$ cat config.mk
export PLATFORM = sky130hd
export DESIGN_NAME = interlocked_square_wave_drive
export DESIGN_NICKNAME = d
export VERILOG_FILES = /design/src/rtl/core/isqw_pkg.sv /design/src/rtl/core/isqw_cfg.sv /design/src/rtl/core/isqw_debounce.sv /design/src/rtl/core/isqw_drive.sv /design/src/rtl/core/interlocked_square_wave_drive.sv
export SDC_FILE = /design/constraint.sdc
export NUM_CORES = 1
export LEC_CHECK = 0
export ABC_AREA = 1
export BUFFER_PORTS_ARGS = -buffer_cell sky130_fd_sc_hd__buf_2
export CAP_MARGIN = 20
export CORE_MARGIN = 1
export CORE_UTILIZATION = 50
export DETAILED_ROUTE_END_ITERATION = 8
export GPL_TIMING_DRIVEN = 0
export PLACE_DENSITY = 0.76
export SLEW_MARGIN = 5
export SYNTH_ARGS = -nofsm -noshare
export SYNTH_HDL_FRONTEND = slang
export SYNTH_SLANG_ARGS = --single-unit
export TNS_END_PERCENT = 20
$ cat constraint.sdc
create_clock -name aclk -period 2.7 [get_ports aclk]
set_input_delay 0.675 -clock aclk [delete_from_list [all_inputs] [get_ports aclk]]
set_output_delay 0.675 -clock aclk [all_outputs]
set_load 0.02 [all_outputs]
$ cat src/rtl/core/isqw_pkg.sv
// Shared types and constants for the interlocked square-wave drive.
// Used by every module in rtl/core; depends on nothing else.
package isqw_pkg;

    // Default tick rate of the incoming item stream
    localparam int TICKS_PER_SECOND_DEF = 1000;

    // Drive frequency limits in hertz
    localparam int FREQ_MIN = 66;
    localparam int FREQ_MAX = 150;
    localparam int FREQ_SPAN = FREQ_MAX - FREQ_MIN + 1;
    localparam int FREQ_IDX_W = $clog2(FREQ_SPAN);

    // Debounce timer width and saturation level
    localparam int TIMER_W = 16;
    localparam logic [TIMER_W-1:0] TIMER_MAX = '1;

    // Register file geometry
    localparam int ADDR_W = 5;
    localparam int REG_IDX_W = 3;

    // Register indexes
    localparam logic [REG_IDX_W-1:0] REG_DEBOUNCE_TICKS   = 3'd0;
    localparam logic [REG_IDX_W-1:0] REG_FREQ_SETTING     = 3'd1;
    localparam logic [REG_IDX_W-1:0] REG_POL_HIGH         = 3'd2;
    localparam logic [REG_IDX_W-1:0] REG_INTERLOCK_ENABLE = 3'd3;
    localparam logic [REG_IDX_W-1:0] REG_MODEL_KIND       = 3'd4;
    localparam logic [REG_IDX_W-1:0] REG_INPUT_PRESENT    = 3'd5;
    localparam logic [REG_IDX_W-1:0] REG_OUTPUT_PRESENT   = 3'd6;

    // Operating modes
    typedef enum logic [1:0] {
        MODE_FREQ    = 2'd0,
        MODE_SERIAL  = 2'd1,
        MODE_DROP_IN = 2'd2,
        MODE_UNUSED  = 2'd3
    } mode_t;

    // Register reset values
    localparam logic [15:0] DEBOUNCE_RESET = 16'd20;
    localparam logic [15:0] FREQ_RESET     = 16'd66;

    // Programmed configuration
    typedef struct packed {
        logic [15:0] debounce_ticks;
        logic [15:0] freq_setting;
        logic        pol_high;
        logic        interlock_enable;
        mode_t       model_kind;
        logic        input_present;
        logic        output_present;
    } cfg_t;

    // Write event with the values that take effect on it
    typedef struct packed {
        logic wr;
        logic pol_high_next;
        logic output_present_next;
    } cfg_wr_t;

    // One result item
    typedef struct packed {
        logic [7:0] freq_in_use;
        logic       phase_now;
        logic       armed_now;
        logic       debounced_level;
        logic       pin_level;
    } res_t;

endpackage

$ cat src/rtl/core/isqw_cfg.sv
// Configuration register file with APB-style access, plus clamped frequency
// and half-period lookup. Depends on isqw_pkg.
module isqw_cfg #(
    parameter int TICKS_PER_SECOND = isqw_pkg::TICKS_PER_SECOND_DEF,
    parameter int WAIT_W = 3
) (
    input  logic                       aclk,
    input  logic                       aresetn,
    input  logic                       psel,
    input  logic                       penable,
    input  logic                       pwrite,
    input  logic [isqw_pkg::ADDR_W-1:0] paddr,
    input  logic [31:0]                pwdata,
    output logic [31:0]                prdata,
    output isqw_pkg::cfg_t             cfg,
    output isqw_pkg::cfg_wr_t          cfg_wr,
    output logic [7:0]                 hz,
    output logic [WAIT_W-1:0]          half
);
    import isqw_pkg::*;

    cfg_t                  cfg_reg, cfg_next;
    logic [7:0]            hz_reg, hz_next;
    logic [WAIT_W-1:0]     half_reg, half_next;
    logic [REG_IDX_W-1:0]  idx;
    logic                  wr_en;
    logic                  listed;
    logic [7:0]            hz_clamp;
    logic [FREQ_IDX_W-1:0] tab_idx;
    logic [WAIT_W-1:0]     half_tab [FREQ_SPAN];

    // Half-period table, one entry per frequency in range
    for (genvar g = 0; g < FREQ_SPAN; g++) begin : g_half
        localparam int PER = TICKS_PER_SECOND / (FREQ_MIN + g);
        localparam int HLF = ((PER / 2) > 0) ? (PER / 2) : 1;
        assign half_tab[g] = WAIT_W'(HLF);
    end

    assign idx    = paddr[ADDR_W-1:2];
    assign wr_en  = psel && penable && pwrite;
    assign listed = (idx <= REG_OUTPUT_PRESENT);

    // Clamp the frequency being written
    always_comb begin
        if (pwdata[15:0] < 16'(FREQ_MIN)) begin
            hz_clamp = 8'(FREQ_MIN);
        end else if (pwdata[15:0] > 16'(FREQ_MAX)) begin
            hz_clamp = 8'(FREQ_MAX);
        end else begin
            hz_clamp = pwdata[7:0];
        end
        tab_idx = FREQ_IDX_W'(hz_clamp - 8'(FREQ_MIN));
    end

    // Register write decode
    always_comb begin
        cfg_next  = cfg_reg;
        hz_next   = hz_reg;
        half_next = half_reg;
        if (wr_en) begin
            unique case (idx)
                REG_DEBOUNCE_TICKS: begin
                    cfg_next.debounce_ticks = pwdata[15:0];
                end
                REG_FREQ_SETTING: begin
                    cfg_next.freq_setting = pwdata[15:0];
                    hz_next   = hz_clamp;
                    half_next = half_tab[tab_idx];
                end
                REG_POL_HIGH:         cfg_next.pol_high = pwdata[0];
                REG_INTERLOCK_ENABLE: cfg_next.interlock_enable = pwdata[0];
                REG_MODEL_KIND:       cfg_next.model_kind = mode_t'(pwdata[1:0]);
                REG_INPUT_PRESENT:    cfg_next.input_present = pwdata[0];
                REG_OUTPUT_PRESENT:   cfg_next.output_present = pwdata[0];
                default: ;
            endcase
        end
    end

    always_ff @(posedge aclk) begin
        if (!aresetn) begin
            cfg_reg.debounce_ticks   <= DEBOUNCE_RESET;
            cfg_reg.freq_setting     <= FREQ_RESET;
            cfg_reg.pol_high         <= 1'b1;
            cfg_reg.interlock_enable <= 1'b0;
            cfg_reg.model_kind       <= MODE_FREQ;
            cfg_reg.input_present    <= 1'b1;
            cfg_reg.output_present   <= 1'b1;
            hz_reg                   <= 8'(FREQ_MIN);
            half_reg                 <= half_tab[0];
        end else begin
            cfg_reg  <= cfg_next;
            hz_reg   <= hz_next;
            half_reg <= half_next;
        end
    end

    // Read back
    always_comb begin
        unique case (idx)
            REG_DEBOUNCE_TICKS:   prdata = {16'd0, cfg_reg.debounce_ticks};
            REG_FREQ_SETTING:     prdata = {16'd0, cfg_reg.freq_setting};
            REG_POL_HIGH:         prdata = {31'd0, cfg_reg.pol_high};
            REG_INTERLOCK_ENABLE: prdata = {31'd0, cfg_reg.interlock_enable};
            REG_MODEL_KIND:       prdata = {30'd0, cfg_reg.model_kind};
            REG_INPUT_PRESENT:    prdata = {31'd0, cfg_reg.input_present};
            REG_OUTPUT_PRESENT:   prdata = {31'd0, cfg_reg.output_present};
            default:              prdata = 32'd0;
        endcase
    end

    assign cfg                        = cfg_reg;
    assign hz                         = hz_reg;
    assign half                       = half_reg;
    assign cfg_wr.wr                  = wr_en && listed;
    assign cfg_wr.pol_high_next       = cfg_next.pol_high;
    assign cfg_wr.output_present_next = cfg_next.output_present;

endmodule

$ cat src/rtl/core/isqw_debounce.sv
// Input debounce filter: last raw level, debounced level and a saturating
// timer since the last raw change. Depends on isqw_pkg.
module isqw_debounce (
    input  logic                        aclk,
    input  logic                        aresetn,
    input  logic                        step,
    input  logic                        raw_level,
    input  logic                        input_present,
    input  logic [isqw_pkg::TIMER_W-1:0] debounce_ticks,
    output logic                        level
);
    import isqw_pkg::*;

    logic               last_raw_reg, last_raw_next;
    logic               debounced_reg, debounced_next;
    logic [TIMER_W-1:0] since_reg, since_next;
    logic [TIMER_W-1:0] since_cur;

    // Restart the timer on a change, follow once it has run long enough
    always_comb begin
        last_raw_next  = last_raw_reg;
        debounced_next = debounced_reg;
        since_cur      = since_reg;
        if (input_present) begin
            if (raw_level != last_raw_reg) begin
                since_cur     = '0;
                last_raw_next = raw_level;
            end
            if (since_cur >= debounce_ticks) begin
                debounced_next = raw_level;
            end
        end
        since_next = (since_cur != TIMER_MAX) ? since_cur + 1'b1 : since_cur;
        level      = input_present & debounced_next;
    end

    always_ff @(posedge aclk) begin
        if (!aresetn) begin
            last_raw_reg  <= 1'b0;
            debounced_reg <= 1'b0;
            since_reg     <= '0;
        end else if (step) begin
            last_raw_reg  <= last_raw_next;
            debounced_reg <= debounced_next;
            since_reg     <= since_next;
        end
    end

endmodule

$ cat src/rtl/core/isqw_drive.sv
// Arm flag with interlock, half-period toggle timer, phase and pin driver.
// Depends on isqw_pkg.
module isqw_drive #(
    parameter int WAIT_W = 3
) (
    input  logic              aclk,
    input  logic              aresetn,
    input  logic              step,
    input  logic              arm_request,
    input  logic              level,
    input  isqw_pkg::cfg_t    cfg,
    input  isqw_pkg::cfg_wr_t cfg_wr,
    input  logic [7:0]        hz,
    input  logic [WAIT_W-1:0] half,
    output isqw_pkg::res_t    res
);
    import isqw_pkg::*;

    logic              armed_reg, armed_next;
    logic              phase_reg, phase_next;
    logic              pin_reg, pin_next;
    logic [WAIT_W-1:0] wait_reg, wait_next;
    logic [7:0]        freq_reg, freq_next;
    logic [WAIT_W-1:0] wait_cur;

    // Advance one tick
    always_comb begin
        armed_next = arm_request | armed_reg;
        if (cfg.interlock_enable && level) begin
            armed_next = 1'b0;
        end
        phase_next = phase_reg;
        pin_next   = pin_reg;
        freq_next  = freq_reg;
        wait_cur   = wait_reg;
        if (cfg.model_kind == MODE_FREQ) begin
            freq_next = hz;
            if (wait_reg == '0) begin
                phase_next = ~phase_reg;
                if (cfg.output_present) begin
                    pin_next = (armed_next & phase_next) ^ ~cfg.pol_high;
                end
                wait_cur = half;
            end
        end
        wait_next = (wait_cur != '0) ? wait_cur - 1'b1 : wait_cur;
    end

    // Config writes disarm and park the pin at its off level
    always_ff @(posedge aclk) begin
        if (!aresetn) begin
            armed_reg <= 1'b0;
            phase_reg <= 1'b0;
            pin_reg   <= 1'b0;
            wait_reg  <= '0;
            freq_reg  <= '0;
        end else if (cfg_wr.wr) begin
            armed_reg <= 1'b0;
            if (cfg_wr.output_present_next) begin
                pin_reg <= ~cfg_wr.pol_high_next;
            end
        end else if (step) begin
            armed_reg <= armed_next;
            phase_reg <= phase_next;
            pin_reg   <= pin_next;
            wait_reg  <= wait_next;
            freq_reg  <= freq_next;
        end
    end

    assign res.pin_level       = pin_next;
    assign res.debounced_level = level;
    assign res.armed_now       = armed_next;
    assign res.phase_now       = phase_next;
    assign res.freq_in_use     = freq_next;

endmodule

$ cat src/rtl/core/interlocked_square_wave_drive.sv
// Top level of the interlocked square-wave drive: item channels, output
// register and configuration port. Depends on isqw_pkg, isqw_cfg,
// isqw_debounce and isqw_drive.
//
// Usage:
//   Each input item on the s_ channel is one tick and carries the raw sensor
//   level and an arm request. For every item accepted exactly one result item
//   leaves on the m_ channel: pin level, debounced level, armed flag, phase
//   and the clamped frequency in use.
//   m_tvalid rises in the cycle after acceptance. One item per cycle is
//   sustained while m_tready stays high: the tick update is a single
//   combinational pass over the state registers into the result register.
//   When the receiver stalls, the result register holds its item and
//   s_tready drops until it is taken; no item is lost or repeated.
//   Reset clears the filter, arm flag, phase and timer, parks the pin at the
//   off level and loads the register defaults. Any configuration write to a
//   listed register disarms the output and, with an output present, parks
//   the pin at the off level for the new polarity.
module interlocked_square_wave_drive #(
    parameter int TICKS_PER_SECOND = isqw_pkg::TICKS_PER_SECOND_DEF
) (
    input  logic                       aclk,
    input  logic                       aresetn,
    // tdata: [0] raw_level, [1] arm_request, [7:2] zero
    input  logic                       s_tvalid,
    output logic                       s_tready,
    input  logic [7:0]                 s_tdata,
    // tdata: [0] pin_level, [1] debounced_level, [2] armed_now,
    //        [3] phase_now, [11:4] freq_in_use, [15:12] zero
    output logic                       m_tvalid,
    input  logic                       m_tready,
    output logic [15:0]                m_tdata,
    input  logic                       psel,
    input  logic                       penable,
    input  logic                       pwrite,
    input  logic [isqw_pkg::ADDR_W-1:0] paddr,
    input  logic [31:0]                pwdata,
    output logic [31:0]                prdata,
    output logic                       pready
);
    import isqw_pkg::*;

    localparam int HALF_RAW = (TICKS_PER_SECOND / FREQ_MIN) / 2;
    localparam int HALF_MAX = (HALF_RAW > 0) ? HALF_RAW : 1;
    localparam int WAIT_W   = $clog2(HALF_MAX + 1);

    cfg_t              cfg;
    cfg_wr_t           cfg_wr;
    logic [7:0]        hz;
    logic [WAIT_W-1:0] half;
    logic              step;
    logic              level;
    res_t              res;
    logic              m_valid_reg;
    res_t              m_res_reg;

    assign pready   = 1'b1;
    assign s_tready = !m_valid_reg || m_tready;
    assign step     = s_tvalid && s_tready;

    isqw_cfg #(
        .TICKS_PER_SECOND (TICKS_PER_SECOND),
        .WAIT_W           (WAIT_W)
    ) u_cfg (
        .aclk    (aclk),
        .aresetn (aresetn),
        .psel    (psel),
        .penable (penable),
        .pwrite  (pwrite),
        .paddr   (paddr),
        .pwdata  (pwdata),
        .prdata  (prdata),
        .cfg     (cfg),
        .cfg_wr  (cfg_wr),
        .hz      (hz),
        .half    (half)
    );

    isqw_debounce u_debounce (
        .aclk           (aclk),
        .aresetn        (aresetn),
        .step           (step),
        .raw_level      (s_tdata[0]),
        .input_present  (cfg.input_present),
        .debounce_ticks (cfg.debounce_ticks),
        .level          (level)
    );

    isqw_drive #(
        .WAIT_W (WAIT_W)
    ) u_drive (
        .aclk        (aclk),
        .aresetn     (aresetn),
        .step        (step),
        .arm_request (s_tdata[1]),
        .level       (level),
        .cfg         (cfg),
        .cfg_wr      (cfg_wr),
        .hz          (hz),
        .half        (half),
        .res         (res)
    );

    // Hold the result item until the receiver takes it
    always_ff @(posedge aclk) begin
        if (!aresetn) begin
            m_valid_reg <= 1'b0;
        end else if (s_tready) begin
            m_valid_reg <= s_tvalid;
        end
    end

    always_ff @(posedge aclk) begin
        if (step) begin
            m_res_reg <= res;
        end
    end

    assign m_tvalid = m_valid_reg;
    assign m_tdata  = {4'd0, m_res_reg.freq_in_use, m_res_reg.phase_now,
                       m_res_reg.armed_now, m_res_reg.debounced_level,
                       m_res_reg.pin_level};

endmodule
After elaboration in Yosys (flattened, before gate mapping)
Memories as Yosys holds them, arrays and structs flattened. A register that Yosys moved wholly into a read port is not among the register bits.
Cells that the tools add are included.
{"block": "classes", "eq_ne": 9, "n_lt_le_gt_ge": 4, "bitwise_logic": 10, "muxes": 28, "n_reduce_logical": 22, "n_addsub": 3}
{"op": "16-bit case mux with 7 select lines", "count": 1}
{"op": "16-bit 2-to-1 mux", "count": 4}
{"op": "8-bit 2-to-1 mux", "count": 3}
{"op": "16-bit by 1-bit adder with 16-bit output (second input constant)", "count": 1}
{"op": "16-bit greater-or-equal comparator", "count": 1}
{"op": "16-bit by 8-bit greater-than comparator with 1-bit output (second input constant)", "count": 1}
{"op": "16-bit by 7-bit < comparator with 1-bit output (second input constant)", "count": 1}
{"op": "16-bit != test (second input constant)", "count": 1}
{"op": "1-bit 2-to-1 mux", "count": 15}
{"op": "2-bit AND reduction", "count": 7}
{"op": "3-bit equality test (second input constant)", "count": 3}
{"op": "3-bit 2-to-1 mux", "count": 3}
{"op": "7-bit NOT with 8-bit output", "count": 1}
{"op": "7-bit subtractor (second input constant)", "count": 1}
{"op": "3-bit by 2-bit equality test with 1-bit output (second input constant)", "count": 2}
{"op": "3-bit zero test", "count": 2}
{"op": "6-bit 2-to-1 mux", "count": 1}
{"op": "1-bit logical AND", "count": 5}
{"op": "1-bit NOT", "count": 5}
{"op": "3-bit by 1-bit equality test with 1-bit output (second input constant)", "count": 1}
{"op": "3-bit <= comparator (second input constant)", "count": 1}
{"op": "3-bit AND reduction", "count": 1}
{"op": "3-bit nonzero test", "count": 1}
{"op": "3-bit by 1-bit subtractor with 3-bit output (second input constant)", "count": 1}
{"op": "11 further kinds", "count": 13}
{"block": "word_totals", "mem_count": 1, "romBits": 384, "reg_bits": 91, "in_bits": 52}
{"memory": "(no name shown)", "depth": 128, "word_bits": 3, "read_ports": 1, "rd_ports_with_merged_regs": 1, "wr": 0, "line": "isqw_cfg.sv:68", "text": "half_next = half_tab[tab_idx];"}

Longest topological paths before layout
{"block": "depth", "ltp_word": 16, "ltp_mapped": 21}

Modules after synthesis
From an unflattened synthesis, not the netlist that was laid out.
{"block": "hier_totals", "hier_cells": 811, "area_unflattened_um2": 5694.2}
{"mod": "isqw_cfg", "cells_per_inst": 361, "n_inst": 1, "area_per_inst_um2": 2568.7, "seq_area_each_um2": 980.9}
{"mod": "isqw_debounce", "cells_per_inst": 293, "n_inst": 1, "area_per_inst_um2": 1796.7, "seq_area_each_um2": 360.3}
{"mod": "isqw_drive", "cells_per_inst": 131, "n_inst": 1, "area_per_inst_um2": 872.1, "seq_area_each_um2": 280.3}
{"mod": "interlocked_square_wave_drive", "cells_per_inst": 26, "n_inst": 1, "area_per_inst_um2": 456.7, "seq_area_each_um2": 380.4}

Worst setup path before layout
OpenSTA, ideal clock, no wires.
{"block": "synth_timing", "path_kind": "input-to-reg", "from": "input s_tdata[0]", "to": "register m_res_reg, in the netlist m_tdata[0], data pin", "stages": 19, "slack_ns": -0.069, "arrival_time_ns": 2.520, "cell_sequence": "xor2_2 > clkbuf_1 > nor2_1 > ha_1 > nand2_1 > inv_1 > nand2_1 > nor2_1 > nor2_1 > nand2_1 > nand2_1 > nand2_1 > nand3_1 > nand4_1 > nand3_1 > nand2_1 > nand3_1 > nand2_1 > inv_1"}
{"element": "start, declared", "line": "interlocked_square_wave_drive.sv:27", "text": "input logic [7:0] s_tdata,"}
{"element": "end signal, assigned", "line": "interlocked_square_wave_drive.sv:115", "text": "m_res_reg <= res;"}
{"element": "end, declared", "line": "interlocked_square_wave_drive.sv:55", "text": "res_t m_res_reg;"}

Final worst setup path
{"block": "layout_timing", "from": "input pwdata[14]", "to": "register u_cfg.half_reg[0] (netlist: u_cfg.half[0])"}
{"block": "layout_via", "elab_chain_cells": 5, "elab_cells_between_ends": 6, "classes_between": "add/sub: 1; order compare: 2; mux: 2; bitwise: 1"}
{"element": "start, declared", "line": "interlocked_square_wave_drive.sv:37", "text": "input logic [31:0] pwdata,"}
{"element": "16-bit by 8-bit greater-than comparator with 1-bit output", "line": "isqw_cfg.sv:47", "text": "end else if (pwdata[15:0] > 16'(FREQ_MAX)) begin"}
{"element": "8-bit 2-to-1 mux", "line": "isqw_cfg.sv:47"}
{"element": "8-bit 2-to-1 mux (*)", "line": "isqw_cfg.sv:45", "text": "if (pwdata[15:0] < 16'(FREQ_MIN)) begin"}
{"element": "7-bit subtractor (*)", "line": "isqw_cfg.sv:52", "text": "tab_idx = FREQ_IDX_W'(hz_clamp - 8'(FREQ_MIN));"}
{"element": "7-bit NOT with 8-bit output (implied by the code) (*)", "line": "isqw_cfg.sv:68"}
{"element": "end, declared", "line": "isqw_cfg.sv:24", "text": "logic [WAIT_W-1:0] half_reg, half_next;"}
Mark *: on every way between the ends. The rest lies on a longest branch, timed or not.
A chain may end at the register's enable or synchronous reset.

==> impl_metrics.ini <==
[critical_path]
worstSetupEndpoint = u_cfg.half[0]
crit_chain = buf_2 > nor2_1 > nand4_1 > nor2_2 > nand2_2 > nand2_1 > nand2_1 > inv_2 > ha_2 > inv_1 > ha_1 > inv_2 > nor2_1 > nand3_1 > nand2_1 > nor2_1 > nand2_1 > o21ai_1 > nand2_1
r2r_start = u_debounce.last_raw_reg
arrival_ns = 2.88
reg2reg_depth = 17
r2r_setup_slack_ns = 0.18
worst_setup_path_start_kind = primary input
cp_slowest_stage_delay_ns = 0.28
slowest_stage = ha_1
rr_endpoint = m_tdata[0]
crit_start = pwdata[14]
worstSetupPathType = in2reg
crit_path_frequent_cell = nand2_1
required_ns = 2.95
cp_max_fo = 5
worst_setup_path_end_kind = register

[yosys]
synthCells = 720
synth_area_um2 = 5132
synth_xor_area_share_pct = 0.6582
yosys.area_share.simple_pct = 22.79
synth-edff-count = 12
yosysWarnings = 0
synth_top_family_by_area = simple AND/OR/NAND/NOR gates
async_reset_ff_share_pct = 0
synth_ff_type = dfxtp_1
synthAdderAreaFrac_pct = 5.851
muxShareOfSynthArea_pct = 0
syn_avg_cell_area_um2 = 7.128
synth-seq-cells = 94
yosysSeqAreaShare_pct = 39.01
yosys.cell_types.count = 43
synth_compound_area_share_pct = 18.80

[cts]
cts_max_level = 3
path_clk_slew_ns = 0.08
clock-root-buffer = clkbuf_8
clk-insertion-delay-late_ns = 0.38
cts_hold_buf = 0
cts_tree = done
clk_path_buf_depth = 2
clock_sinks = 94
cts_buffers = 9

[sta]
final.setup.tns_ns = 0
hold_violations = 0
maxSlewHeadroom_pct = 58.13
setup_violations = 0
rsz0062_at_grt = yes
fin_crit_sh_pct = 97.52
tightest_slew_ns = 0.6281
drv_slew = 0
min_period_ns = 2.633
setup_ws_ns = 0.06688
clock_skew_ns = 0.01460
fmaxAchievable_mhz = 379.8

[final_layout]
layout_common_cells = nand2_1, inv_1, o21ai_0
fillCellCount = 911
final_common_cell = nand2_1
fin_nets = 891
multi_input_area_um2 = 2620
ff_latch_area_um2 = 2006
final_cells = 953
largest_reg_flops = 38
drive_gt1_share_pct = 17.93
n_antenna_cell = 0
fin_util_pct = 60.98
areaGrowthSynthToFinish_pct = 17.21

[drt]
num_vias = 5060
dr.pass1.iters = 5
drt-initial-drc-count = 297
wirelength_um = 13480
post-route-drc-count = 0
wl_per_cell_um = 14.15
detail-route-antenna-nets = 0
via_per_inst = 5.310

[floorplan]
fp.coreArea_um2 = 9864
die_x_um = 103.3
start_util_pct = 52.03
pin_count = 103
dieArea_um2 = 10670
fp.dieH_um = 103.3
rows = 36

[placed_design]
post-place-ws_ns = -0.5208
dp_cells = 928
gp_congestion = 0.8818
io_buffers = 56
hpwl_um = 9954

[power_and_ir_drop]
p_per_area_nw_per_um2 = 500.1
ir_drop_uv = 227.7
leakagePower_uw = 0.002666
power.total_uw = 3008

[worst_hold_path]
hold_class = reg2reg

[global_route]
grt_pass1_vias = 4478
gr-total-overflow = 0
grt_pass1_wl_um = 20980
grt_max_degree = 16
grt_usage_pct = 25.65
antenna_found_initial = 0

[outcome]
outcome = completed

[job]
drv_cap = 0
## through the flow
step	hold WS, ns	area (µm²)
4_1_cts	0.4561	5879
5_1_grt	0.4787	6016
2_1_floorplan	0.4245	5205
3_3_place_gp	0.4360	5652
6_report	0.4571	6016
3_5_place_dp	0.4425	5652
## cell usage after synthesis, drive strengths merged (4+ instances only)
| library cell | n | area share, % |
|---|---|---|
| nand3 | 31 | 3.5 |
| clkbuf | 22 | 1.6 |
| dfxtp | 82 | 32 |
| ha | 24 | 5.9 |
| o22ai | 4 | 0.61 |
| buf | 25 | 3.6 |
| nor2 | 79 | 6.2 |
| a21oi | 67 | 6.8 |
| o211ai | 6 | 0.88 |
| inv | 100 | 7.3 |
| nor3 | 9 | 0.88 |
| edfxtp | 12 | 7.0 |
| nand2 | 132 | 9.8 |
| o21ai | 88 | 8.6 |
| nand4 | 13 | 1.6 |
## critical path, delay by kind of cell
kind	cells	cell delay, ns
buffers and inverters	4	0.38
adder cells (fa/ha/maj)	2	0.47
AND/OR/NAND/NOR	12	1.25
AO/OA/AOI/OAI	1	0.07
## layout make-up
type                    count  area share (%)
repair buffers             65           5.886
plain buffers              47           4.680
well taps                 133           2.766
clock inverters             3          0.7072
clock buffers              13           2.641
inverters                 103           6.427
flip-flops and latches     94           33.34
multi-input cells         495           43.55
## logic make-up (layout without fill, tap and decap cells)
group | count (synthesis) | in the layout
other | 2 | 21
adders and majority gates | 24 | 24
DFF | 94 | 94
buffers and inverters | 150 | 231
AOI/OAI and AO/OA | 177 | 177
and+or+nand+nor | 270 | 270
xor gates and xnor gates | 3 | 3
## how the worst min path moves through the flow
stage	from	end	slack (ns)	cells past startpoint
2_1_floorplan	u_drive.freq_reg[6]	u_drive.freq_reg[6]	0.42	2
3_3_place_gp	u_drive.freq_reg[6]	u_drive.freq_reg[6]	0.44	2
3_5_place_dp	u_drive.freq_reg[7]	u_drive.freq_reg[7]	0.44	2
4_1_cts	u_drive.freq_reg[7]	u_drive.freq_reg[7]	0.46	2
5_1_grt	u_drive.freq_reg[7]	u_drive.freq_reg[7]	0.48	2
6_report	u_drive.freq_reg[7]	u_drive.freq_reg[7]	0.46	2
## power by group
part	internal, µW	switching, µW
logic	185	346
clock network	478	493
registers	1480	26.9
## repair_timing
item | CTS | global route
setup endpoints to repair | 15 | 19
pin swaps | 1 | 8
gates resized for setup | 5 | 27
setup buffers | 0 | 9
## metal layers
layer,track usage (%),part of all wire (%),up-vias
met5,0,0,-
met4,9.642,2.0,0
met1,33.43,43,2320
li1,-,-,2512
met2,42.51,48,205
met3,4.637,6.9,23
No activity file was read; power rests on OpenSTA's default activity.
